--- config.mk ---
export PLATFORM = sky130hd
export DESIGN_NAME = rgb_to_hsv_converter_core
export DESIGN_NICKNAME = d
export VERILOG_FILES = /design/src/hdl/rhc_pkg.sv /design/src/hdl/rgb_to_hsv_converter_core.sv /design/src/hdl/rhc_div_pipe.sv
export SDC_FILE = /design/constraint.sdc
export NUM_CORES = 1
export LEC_CHECK = 0
export BUFFER_PORTS_ARGS = -buffer_cell sky130_fd_sc_hd__buf_4
export CORE_ASPECT_RATIO = 1.25
export CORE_MARGIN = 2
export CORE_UTILIZATION = 35
export CTS_CLUSTER_SIZE = 10
export DETAILED_ROUTE_END_ITERATION = 8
export SYNTH_ARGS = -nofsm -noshare
export SYNTH_HDL_FRONTEND = slang
export SYNTH_SLANG_ARGS = --single-unit
--- constraint.sdc ---
create_clock -name clk -period 9.3 [get_ports clk]
set_clock_uncertainty 0.15 [all_clocks]
set_input_delay 2.79 -clock clk [delete_from_list [all_inputs] [get_ports clk]]
set_output_delay 2.79 -clock clk [all_outputs]
set_load 0.01 [all_outputs]
--- src/hdl/rhc_pkg.sv ---
`timescale 1ns / 1ps
// ----------------------------------------------------------------------------
// rhc_pkg: shared types and constants of the RGB to HSV converter
// Widths of the long-division pipeline and the hue sector code.
// ----------------------------------------------------------------------------
package rhc_pkg;

    // Quotient bits per divide: 12 hue bits, saturation taken from the top 8
    localparam int unsigned DIV_QW = 12;
    // Divisor bits: 6*delta reaches 1530
    localparam int unsigned DIV_DW = 11;
    // Cycles from an accepted start to the done strobe
    localparam int unsigned LATENCY = DIV_QW + 3;
    // Fraction bits kept below the saturation result
    localparam int unsigned SAT_FRAC = 4;

    typedef enum logic [1:0] {
        SECT_RED,
        SECT_GREEN,
        SECT_BLUE
    } sector_t;

endpackage

--- src/hdl/rgb_to_hsv_converter_core.sv ---
`timescale 1ns / 1ps
// ----------------------------------------------------------------------------
// rgb_to_hsv_converter_core: RGB pixel to hue / saturation / value
// Max/min and sector pick, operand build, then two 12-stage dividers.
//
//   channel  | ports                       | handshake
//   ---------+-----------------------------+------------------------------
//   pixel in | red, green, blue            | start, transfer when !busy
//   result   | hue, saturation, value      | done, one-cycle strobe
//
// A pixel is taken every cycle; busy stays low, the pipeline never stalls.
// Each result passes through one stage for max/min, one for operands,
// 12 for the bit-per-stage dividers and one output register.
// Reset clears the valid bits only; the receiver cannot hold results off.
// ----------------------------------------------------------------------------
module rgb_to_hsv_converter_core (
    input  logic        clk,
    input  logic        rst_n,
    input  logic        start,
    output logic        busy,
    input  logic [7:0]  red,
    input  logic [7:0]  green,
    input  logic [7:0]  blue,
    output logic        done,
    output logic [11:0] hue,
    output logic [7:0]  saturation,
    output logic [7:0]  value
);

    localparam int unsigned QW = rhc_pkg::DIV_QW;
    localparam int unsigned DW = rhc_pkg::DIV_DW;

    // ---------------- stage 1: max, min, sector ----------------
    logic             s1_valid_reg;
    logic             s1_valid_next;
    logic [7:0]       s1_hi_reg, s1_hi_next;
    logic [7:0]       s1_lo_reg, s1_lo_next;
    logic [8:0]       s1_diff_reg, s1_diff_next;
    rhc_pkg::sector_t s1_sect_reg, s1_sect_next;

    assign busy          = 1'b0;
    assign s1_valid_next = start && !busy;

    always_comb
    begin
        if (red >= green && red >= blue) begin
            s1_sect_next = rhc_pkg::SECT_RED;
            s1_hi_next   = red;
            s1_diff_next = {1'b0, green} - {1'b0, blue};
        end else if (green >= blue) begin
            s1_sect_next = rhc_pkg::SECT_GREEN;
            s1_hi_next   = green;
            s1_diff_next = {1'b0, blue} - {1'b0, red};
        end else begin
            s1_sect_next = rhc_pkg::SECT_BLUE;
            s1_hi_next   = blue;
            s1_diff_next = {1'b0, red} - {1'b0, green};
        end
        s1_lo_next = red;
        if (green < s1_lo_next) begin
            s1_lo_next = green;
        end
        if (blue < s1_lo_next) begin
            s1_lo_next = blue;
        end
    end

    // ---------------- stage 2: divider operands ----------------
    logic             s2_valid_reg;
    logic [7:0]       delta;
    logic [11:0]      delta_w;
    logic [11:0]      base;
    logic [11:0]      sixths;
    logic [11:0]      delta6;
    logic [15:0]      nsat;
    logic [7:0]       s2_value_reg;
    logic             s2_gray_reg;
    logic [DW-1:0]    hue_rem_reg, hue_rem_next;
    logic [DW-1:0]    hue_div_reg, hue_div_next;
    logic [DW-1:0]    sat_rem_reg, sat_rem_next;
    logic [DW-1:0]    sat_div_reg, sat_div_next;
    logic [QW-1:0]    sat_low_reg, sat_low_next;

    assign delta   = s1_hi_reg - s1_lo_reg;
    assign delta_w = {4'b0, delta};
    assign delta6  = (delta_w << 2) + (delta_w << 1);

    always_comb
    begin
        case (s1_sect_reg)
            rhc_pkg::SECT_GREEN: base = delta_w << 1;
            rhc_pkg::SECT_BLUE:  base = delta_w << 2;
            // red: wrap a negative G-B by a full turn
            default:             base = s1_diff_reg[8] ? delta6 : '0;
        endcase
    end

    assign sixths = base + {{3{s1_diff_reg[8]}}, s1_diff_reg};
    // 255*delta, split into a starting remainder and shifted-in bits
    assign nsat   = {delta, 8'b0} - {8'b0, delta};

    assign hue_rem_next = sixths[DW-1:0];
    assign hue_div_next = delta6[DW-1:0];
    assign sat_rem_next = {{(DW-8){1'b0}}, nsat[15:8]};
    assign sat_div_next = {{(DW-8){1'b0}}, s1_hi_reg};
    assign sat_low_next = {nsat[7:0], {rhc_pkg::SAT_FRAC{1'b0}}};

    always_ff @(posedge clk)
    begin
        s1_hi_reg    <= s1_hi_next;
        s1_lo_reg    <= s1_lo_next;
        s1_diff_reg  <= s1_diff_next;
        s1_sect_reg  <= s1_sect_next;
        hue_rem_reg  <= hue_rem_next;
        hue_div_reg  <= hue_div_next;
        sat_rem_reg  <= sat_rem_next;
        sat_div_reg  <= sat_div_next;
        sat_low_reg  <= sat_low_next;
        s2_value_reg <= s1_hi_reg;
        s2_gray_reg  <= (delta == 8'd0);
    end

    // ---------------- stages 3..14: dividers ----------------
    logic [QW-1:0] hue_q;
    logic [QW-1:0] sat_q;

    rhc_div_pipe #(
        .QW (QW),
        .DW (DW)
    ) u_hue_div (
        .clk      (clk),
        .rem_init (hue_rem_reg),
        .low      ({QW{1'b0}}),
        .divisor  (hue_div_reg),
        .quotient (hue_q)
    );

    rhc_div_pipe #(
        .QW (QW),
        .DW (DW)
    ) u_sat_div (
        .clk      (clk),
        .rem_init (sat_rem_reg),
        .low      (sat_low_reg),
        .divisor  (sat_div_reg),
        .quotient (sat_q)
    );

    // side data travels alongside the divider stages
    logic       vline_reg [QW];
    logic [7:0] value_line_reg [QW];
    logic       gray_line_reg [QW];

    always_ff @(posedge clk)
    begin
        value_line_reg[0] <= s2_value_reg;
        gray_line_reg[0]  <= s2_gray_reg;
        for (int i = 1; i < QW; i++) begin
            value_line_reg[i] <= value_line_reg[i-1];
            gray_line_reg[i]  <= gray_line_reg[i-1];
        end
    end

    // ---------------- output register ----------------
    logic        done_reg;
    logic [11:0] hue_reg;
    logic [7:0]  sat_reg;
    logic [7:0]  value_reg;

    always_ff @(posedge clk or negedge rst_n)
    begin
        if (!rst_n) begin
            s1_valid_reg <= 1'b0;
            s2_valid_reg <= 1'b0;
            for (int i = 0; i < QW; i++) begin
                vline_reg[i] <= 1'b0;
            end
            done_reg <= 1'b0;
        end else begin
            s1_valid_reg <= s1_valid_next;
            s2_valid_reg <= s1_valid_reg;
            vline_reg[0] <= s2_valid_reg;
            for (int i = 1; i < QW; i++) begin
                vline_reg[i] <= vline_reg[i-1];
            end
            done_reg <= vline_reg[QW-1];
        end
    end

    // gray pixels leave a zero divisor: force hue and saturation to zero
    always_ff @(posedge clk)
    begin
        hue_reg   <= gray_line_reg[QW-1] ? 12'd0 : hue_q;
        sat_reg   <= gray_line_reg[QW-1] ? 8'd0 : sat_q[QW-1 -: 8];
        value_reg <= value_line_reg[QW-1];
    end

    assign done       = done_reg;
    assign hue        = hue_reg;
    assign saturation = sat_reg;
    assign value      = value_reg;

endmodule

--- src/hdl/rhc_div_pipe.sv ---
`timescale 1ns / 1ps
// ----------------------------------------------------------------------------
// rhc_div_pipe: pipelined restoring divider
// One quotient bit per register stage. The dividend is given as a partial
// remainder (below the divisor) and the low bits shifted in MSB first.
// ----------------------------------------------------------------------------
module rhc_div_pipe #(
    parameter int unsigned QW = 12,
    parameter int unsigned DW = 11
) (
    input  logic          clk,
    input  logic [DW-1:0] rem_init,
    input  logic [QW-1:0] low,
    input  logic [DW-1:0] divisor,
    output logic [QW-1:0] quotient
);

    logic [DW-1:0] rem_reg [QW];
    logic [QW-1:0] low_reg [QW];
    logic [QW-1:0] quo_reg [QW];
    logic [DW-1:0] div_reg [QW];

    genvar k;
    generate
        for (k = 0; k < QW; k++) begin : g_stage
            logic [DW-1:0] rem_in;
            logic [DW-1:0] div_in;
            logic [QW-1:0] low_in;
            logic [QW-1:0] quo_in;
            logic [DW:0]   trial;
            logic [DW:0]   diff;
            logic          ge;
            logic [DW-1:0] rem_next;
            logic [QW-1:0] quo_next;

            if (k == 0) begin : g_first
                assign rem_in = rem_init;
                assign div_in = divisor;
                assign low_in = low;
                assign quo_in = '0;
            end else begin : g_rest
                assign rem_in = rem_reg[k-1];
                assign div_in = div_reg[k-1];
                assign low_in = low_reg[k-1];
                assign quo_in = quo_reg[k-1];
            end

            // shift in the next dividend bit, subtract when it fits
            assign trial    = {rem_in, low_in[QW-1]};
            assign diff     = trial - {1'b0, div_in};
            assign ge       = (trial >= {1'b0, div_in});
            assign rem_next = ge ? diff[DW-1:0] : trial[DW-1:0];
            assign quo_next = {quo_in[QW-2:0], ge};

            always_ff @(posedge clk)
            begin
                rem_reg[k] <= rem_next;
                low_reg[k] <= {low_in[QW-2:0], 1'b0};
                quo_reg[k] <= quo_next;
                div_reg[k] <= div_in;
            end
        end
    endgenerate

    assign quotient = quo_reg[QW-1];

endmodule

Yosys cells after proc, flatten, opt, wreduce, memory -nomap -nowiden. Memory sizes are Yosys's and may differ from the RTL's. A register that Yosys moved wholly into a read port is not among the register bits. Index checks and enable logic that the tools add are counted.

Memories: 10. Latch bits: 0. Register bits: 89. Bits of input ports: 27. ROM bits: 0. Logic and storage cells: 132. RAM bits: 1188. Output and inout bits: 30.

Memory list: u_hue_div.quo_reg (depth 12, bits a word 12, read ports 12, clocked after Yosys merged registers in 1, wr ports 12, line rhc_div_pipe.sv:20) `logic [QW-1:0] quo_reg [QW];`; u_sat_div.quo_reg (depth 12, bits a word 12, read ports 12, clocked after Yosys merged registers in 1, wr ports 12, line rhc_div_pipe.sv:20); u_hue_div.div_reg (depth 12, bits a word 11, read ports 11, clocked after Yosys merged registers in 0, wr ports 12, line rhc_div_pipe.sv:21) `logic [DW-1:0] div_reg [QW];`; u_hue_div.low_reg (depth 12, bits a word 11, read ports 11, clocked after Yosys merged registers in 0, wr ports 12, line rhc_div_pipe.sv:19) `logic [QW-1:0] low_reg [QW];`; u_hue_div.rem_reg (depth 12, bits a word 11, read ports 11, clocked after Yosys merged registers in 0, wr ports 12, line rhc_div_pipe.sv:18) `logic [DW-1:0] rem_reg [QW];`; u_sat_div.div_reg (depth 12, bits a word 11, read ports 11, clocked after Yosys merged registers in 0, wr ports 12, line rhc_div_pipe.sv:21); 4 more memories.

Reduce and logical (&&, ||, !) cells: 2. Eq/ne operators: 2. Shift-type cells: 0. Multiply operators: 0. Bitwise gates (word level): 0. Order comparisons: 29. Add/subtract/negate cells: 31. Divide/modulo/power cells: 0. Muxes and demuxes: 33.

Operator list (number): greater-or-equal comparator 12 x 11 -> 1 bit (23); two-way mux 11 bit (25); subtractor 11 bit (23); two-way mux 8 bit (4); subtractor 8 x 8 -> 9 bit (3); greater-or-equal comparator 8 bit (3); case mux 11 bit (2 select lines) (1); two-way mux 9 bit (2); < comparator 8 bit (2); subtractor 16 x 8 -> 16 bit (1); adder 10 x 9 -> 11 bit (1); adder 11 bit (1); subtractor 9 x 8 -> 10 bit (1); greater-or-equal comparator 9 x 8 -> 1 bit (1); zero test 8 bit (1); subtractor 8 bit (1); == test 2 x 1 -> 1 bit (second input constant) (1); == test 2 bit (second input constant) (1); two-way mux 2 bit (1); logical AND 1 bit (1).

Depth between registers and ports, before layout.
Word-level depth: 5. Depth in mapped cells: 19. Mapped depth without buffers: 19.

Cells and area by module. A second synthesis with hierarchy kept.

Cell total of the unflattened synthesis: 3666. Area total of the unflattened synthesis: 39370.3 um2.

Modules (own cells, without submodules): rhc_div_pipe (u_hue_div) (cells each 1493, times used 1, sequential area each 7727.4 um2, area each 15692.6 um2); rhc_div_pipe (u_sat_div) (cells each 1466, times used 1, sequential area each 7727.4 um2, area each 15439.8 um2); rgb_to_hsv_converter_core (cells each 707, times used 1, sequential area each 4519.3 um2, area each 8237.9 um2).

Worst setup path before layout. Ideal clock, no wire load.

Path type: in2reg. From: input port green[3]. To: register s1_lo_reg[1]. Path buffers: 1. Data arrival time: 5.509 ns. Slack: 3.512 ns. Library setup time: 0.128 ns. Data required time: 9.022 ns. Stages on the path: 16. Path through: inv_1 ha_1 and2_1 a21boi_0 o21ai_1 a21oi_2 clkbuf_1 a21oi_1 ha_1 a21oi_1 nor2b_1 o21ai_0 nand2b_1 nor3_1 a21oi_4 mux2i_1.

Cells in the longest elaborated chain, start to end: 4.

Ends and longest elaborated chain: start: declaration (line rgb_to_hsv_converter_core.sv:22) `input logic [7:0] green,`; < comparator 8 bit (line rgb_to_hsv_converter_core.sv:60) `if (green < s1_lo_next) begin`; two-way mux 8 bit (*) (line rgb_to_hsv_converter_core.sv:60); < comparator 8 bit (line rgb_to_hsv_converter_core.sv:63) `if (blue < s1_lo_next) begin`; two-way mux 8 bit (*) (line rgb_to_hsv_converter_core.sv:63); net s1_lo_next[1] (line rgb_to_hsv_converter_core.sv:37) `logic [7:0] s1_lo_reg, s1_lo_next;`; end signal: assignment (line rgb_to_hsv_converter_core.sv:111) `s1_lo_reg <= s1_lo_next;`; end: declaration (line rgb_to_hsv_converter_core.sv:37).

Mark *: on every way through the listed nets, which the timed path passes. The rest lies on a longest branch. A chain may end at the register's enable or synchronous reset.

Worst setup path in the final report.
From: input port green[2]. To: register s1_lo_reg[7].

The elaborated chain is that of the path after synthesis.

==> metrics.md <==
| Metric | Value |
|---|---|
| IO buf count | `55` |
| Final hold vios | `0` |
| Maximum clock insertion buffer count | `3` |
| Final net count | `3042` |
| Met2 GRT Util | `0.251` |
| Hold WC Path Type | `reg -> reg` |
| Layout area overhead | `14.1%` |
| Slew at the pin closest to its max-slew limit | `1140 ps` |
| Worst Hold Launch | `u_sat_div.quo_reg[3][0]` |
| Max-capacitance violation count | `0` |
| Share of post-route cells with drive strength above 1 | `0.107` |
| Fmax achieved | `0.173 GHz` |
| Status | `finished clean` |
| Remaining Overflow, GRT | `0` |
| CTS tree | `yes` |
| Via count | `17717` |
| Register area share after synthesis | `0.500` |
| Placed cell area | `~29000 um^2` |
| Final min period | `approximately 5800 ps` |
| Global-route wire length before repair | `83.3 mm` |
| Post-CTS Setup Bufs | `0` |
| Grt met1 use | `0.125` |
| Num CTS Buffers | `80` |
| CORE AREA | `slightly below 80000 um^2` |
| Post-DP HPWL | `37.7 mm` |
| Design Area, Final | `31200 um^2` |
| N_diodes | `0` |
| Vias in the first global route | `17984` |
| Sink Count | `679` |
| Critical path class | `in -> reg` |
| Worst setup SP type | `input port` |
| CP arrival | `around 6100 ps` |
| Met3 usage | `0.0204` |
| DRT antenna net count | `0` |
| Critical path required time | `9610 ps` |
| Commonest non-fill, non-tap cell in the layout | `dfxtp_1` |
| Number of vias per cell | `4.65` |
| Slew Viols, Final | `0` |
| Clk slew on worst S/H paths | `about 50 ps` |
| CTS root buf | `clkbuf_16` |
| Initial Utilization | `0.354` |
| Crit path from | `green[2]` |
| Hold buffer count at CTS | `0` |
| Die Width | `roughly 250 um` |
| Post-cts resize count | `0` |
| Total Routed Length | `49.9 mm` |
| RSZ-0062 raised after global routing | `false` |
| Worst rel slew slack | `0.237` |
| TritonRoute pass-1 iters | `7` |
| DR iter-0 viols | `626` |
| FP Rows | `114` |
| Wire per inst | `13.1 um` |
| Syn Std Cell Area | `27300 um^2` |
| Area leader, netlist | `dfxtp_1` |
| Initial antenna violation count | `0` |
| DRC | `0` |
| Routability cong. | `0.854` |
| Die area | `about 80000 um^2` |
| Area contributors post-synth | `dfxtp_1 49%, ha_1 11%, inv_1 4.2%` |
| Pin count of the biggest net entering global routing | `25` |
| EDFF count, synth | `0` |
| Clk Latency, worst-skew pair | `610 ps` |
| Syn avg cell area | `10.4 um^2` |
| Post-synthesis async set-or-reset flop share | `0.0221` |
| Die H | `between 300 and 400 um` |
| CTS H-tree depth | `3` |
| Pre-CTS setup slack | `2910 ps` |
| Setup_tns | `0 ps` |
| Crit. End Element | `flop` |
| Mapped Nets | `a little under 3000` |
| Global routing's busiest layer | `met2` |
| Synth cell types | `76` |
| Global-route usage over all layers | `0.126` |
| Yosys reg bits | `just under 700` |
| Post-Synthesis Cells | `2635` |
| CP Max Fanout | `15` |
| I/O pin count | `57` |
| Tcrit/Tclk final | `0.623` |
| Setup Viol. Count Final | `0` |
| Worst setup margin | `3510 ps` |
| Ys flop type | `dfxtp_1` |
| Synth top area share | `0.486` |
| Util after Layout | `0.404` |
| Synth warn | `0` |
| Max reg flops | `110` |
| Most frequent cells in the layout | `664 x dfxtp_1, 308 x inv_1, 244 x ha_1, 164 x o21ai_0, 131 x nor2_1` |
| Worst reg2reg startpoint | `s1_hi_reg[0]` |
==> through the flow <==
stage / std cells / hold WS [ps]
2_1_floorplan: 2635 / 160
3_3_place_gp: 3709 / 160
3_5_place_dp: 3709 / 162
4_1_cts: 3811 / 156
5_1_grt: 3811 / 167
6_report: 3811 / 157
==> cells by family (layout without fill, tap and decap cells) <==
logic type               after synthesis  after routing  synth area share
adder cells (fa/ha/maj)              269            269             0.130
multiplexers                         123            123            0.0490
flip-flops                           679            679             0.500
other                                  1              1          0.000137
XOR/XNOR                             141            141            0.0461
AO/OA/AOI/OAI                        550            550             0.129
AND/OR/NAND/NOR                      533            533            0.0985
buffers and inverters                339            471            0.0481
==> worst paths after layout <==
check,slack (ps),cells after the start,to
max in group asynchronous,6950,1,vline_reg[5]
worst min register to register,160,0,u_sat_div.quo_reg[4][1]
worst min-delay path,160,0,u_sat_div.quo_reg[4][1]
worst max register to register,4650,18,hue_rem_reg[10]
min in group asynchronous,1880,1,s2_valid_reg
worst max-delay path,3510,17,s1_lo_reg[7]
==> critical path, stage by stage <==
cell and delay [ps]:
buf_4 110, inv_1 40, ha_1 320, and2_1 150, a21boi_0 180, o21ai_1 180, a21oi_2 630, nor2_1 80
a21oi_1 190, ha_1 270, a21oi_1 140, nor2b_1 50, o21ai_0 140, nand2b_1 110, nor3_1 350, a21oi_4 190
mux2i_1 160
==> Yosys cell counts, types with 25 or more instances <==
master / instances
dfxtp_1: 664
inv_1: 308
ha_1: 244
o21ai_0: 164
nor2_1: 131
a21oi_1: 130
nand2_1: 103
xnor2_1: 89
nor2b_1: 87
mux2_2: 86
o21a_1: 58
nand4_1: 51
xor2_1: 50
nor3_1: 47
mux2i_1: 37
or2_2: 29
a21o_1: 26
a31oi_1: 26
nand3_1: 25
==> per-layer routing <==
layer / vias up / routed length [um]
met1: 8184 / 19400
met2: 256 / 27200
met4: 0 / 1800
li1: 9168 / -
met3: 109 / 1530
met5: - / 0
==> cell type report <==
class	instances	area, um^2
clock buffer	92	2100
clock inverter	10	136
fill	7649	46100
inverter	311	1180
multi-input combinational	1617	12400
sequential	679	13700
tap	1044	1310
timing repair buffer	58	435
Power is left out: the tool's default activity adds up to more than one toggle a clock period on the data nets, which glitch-free logic cannot reach.
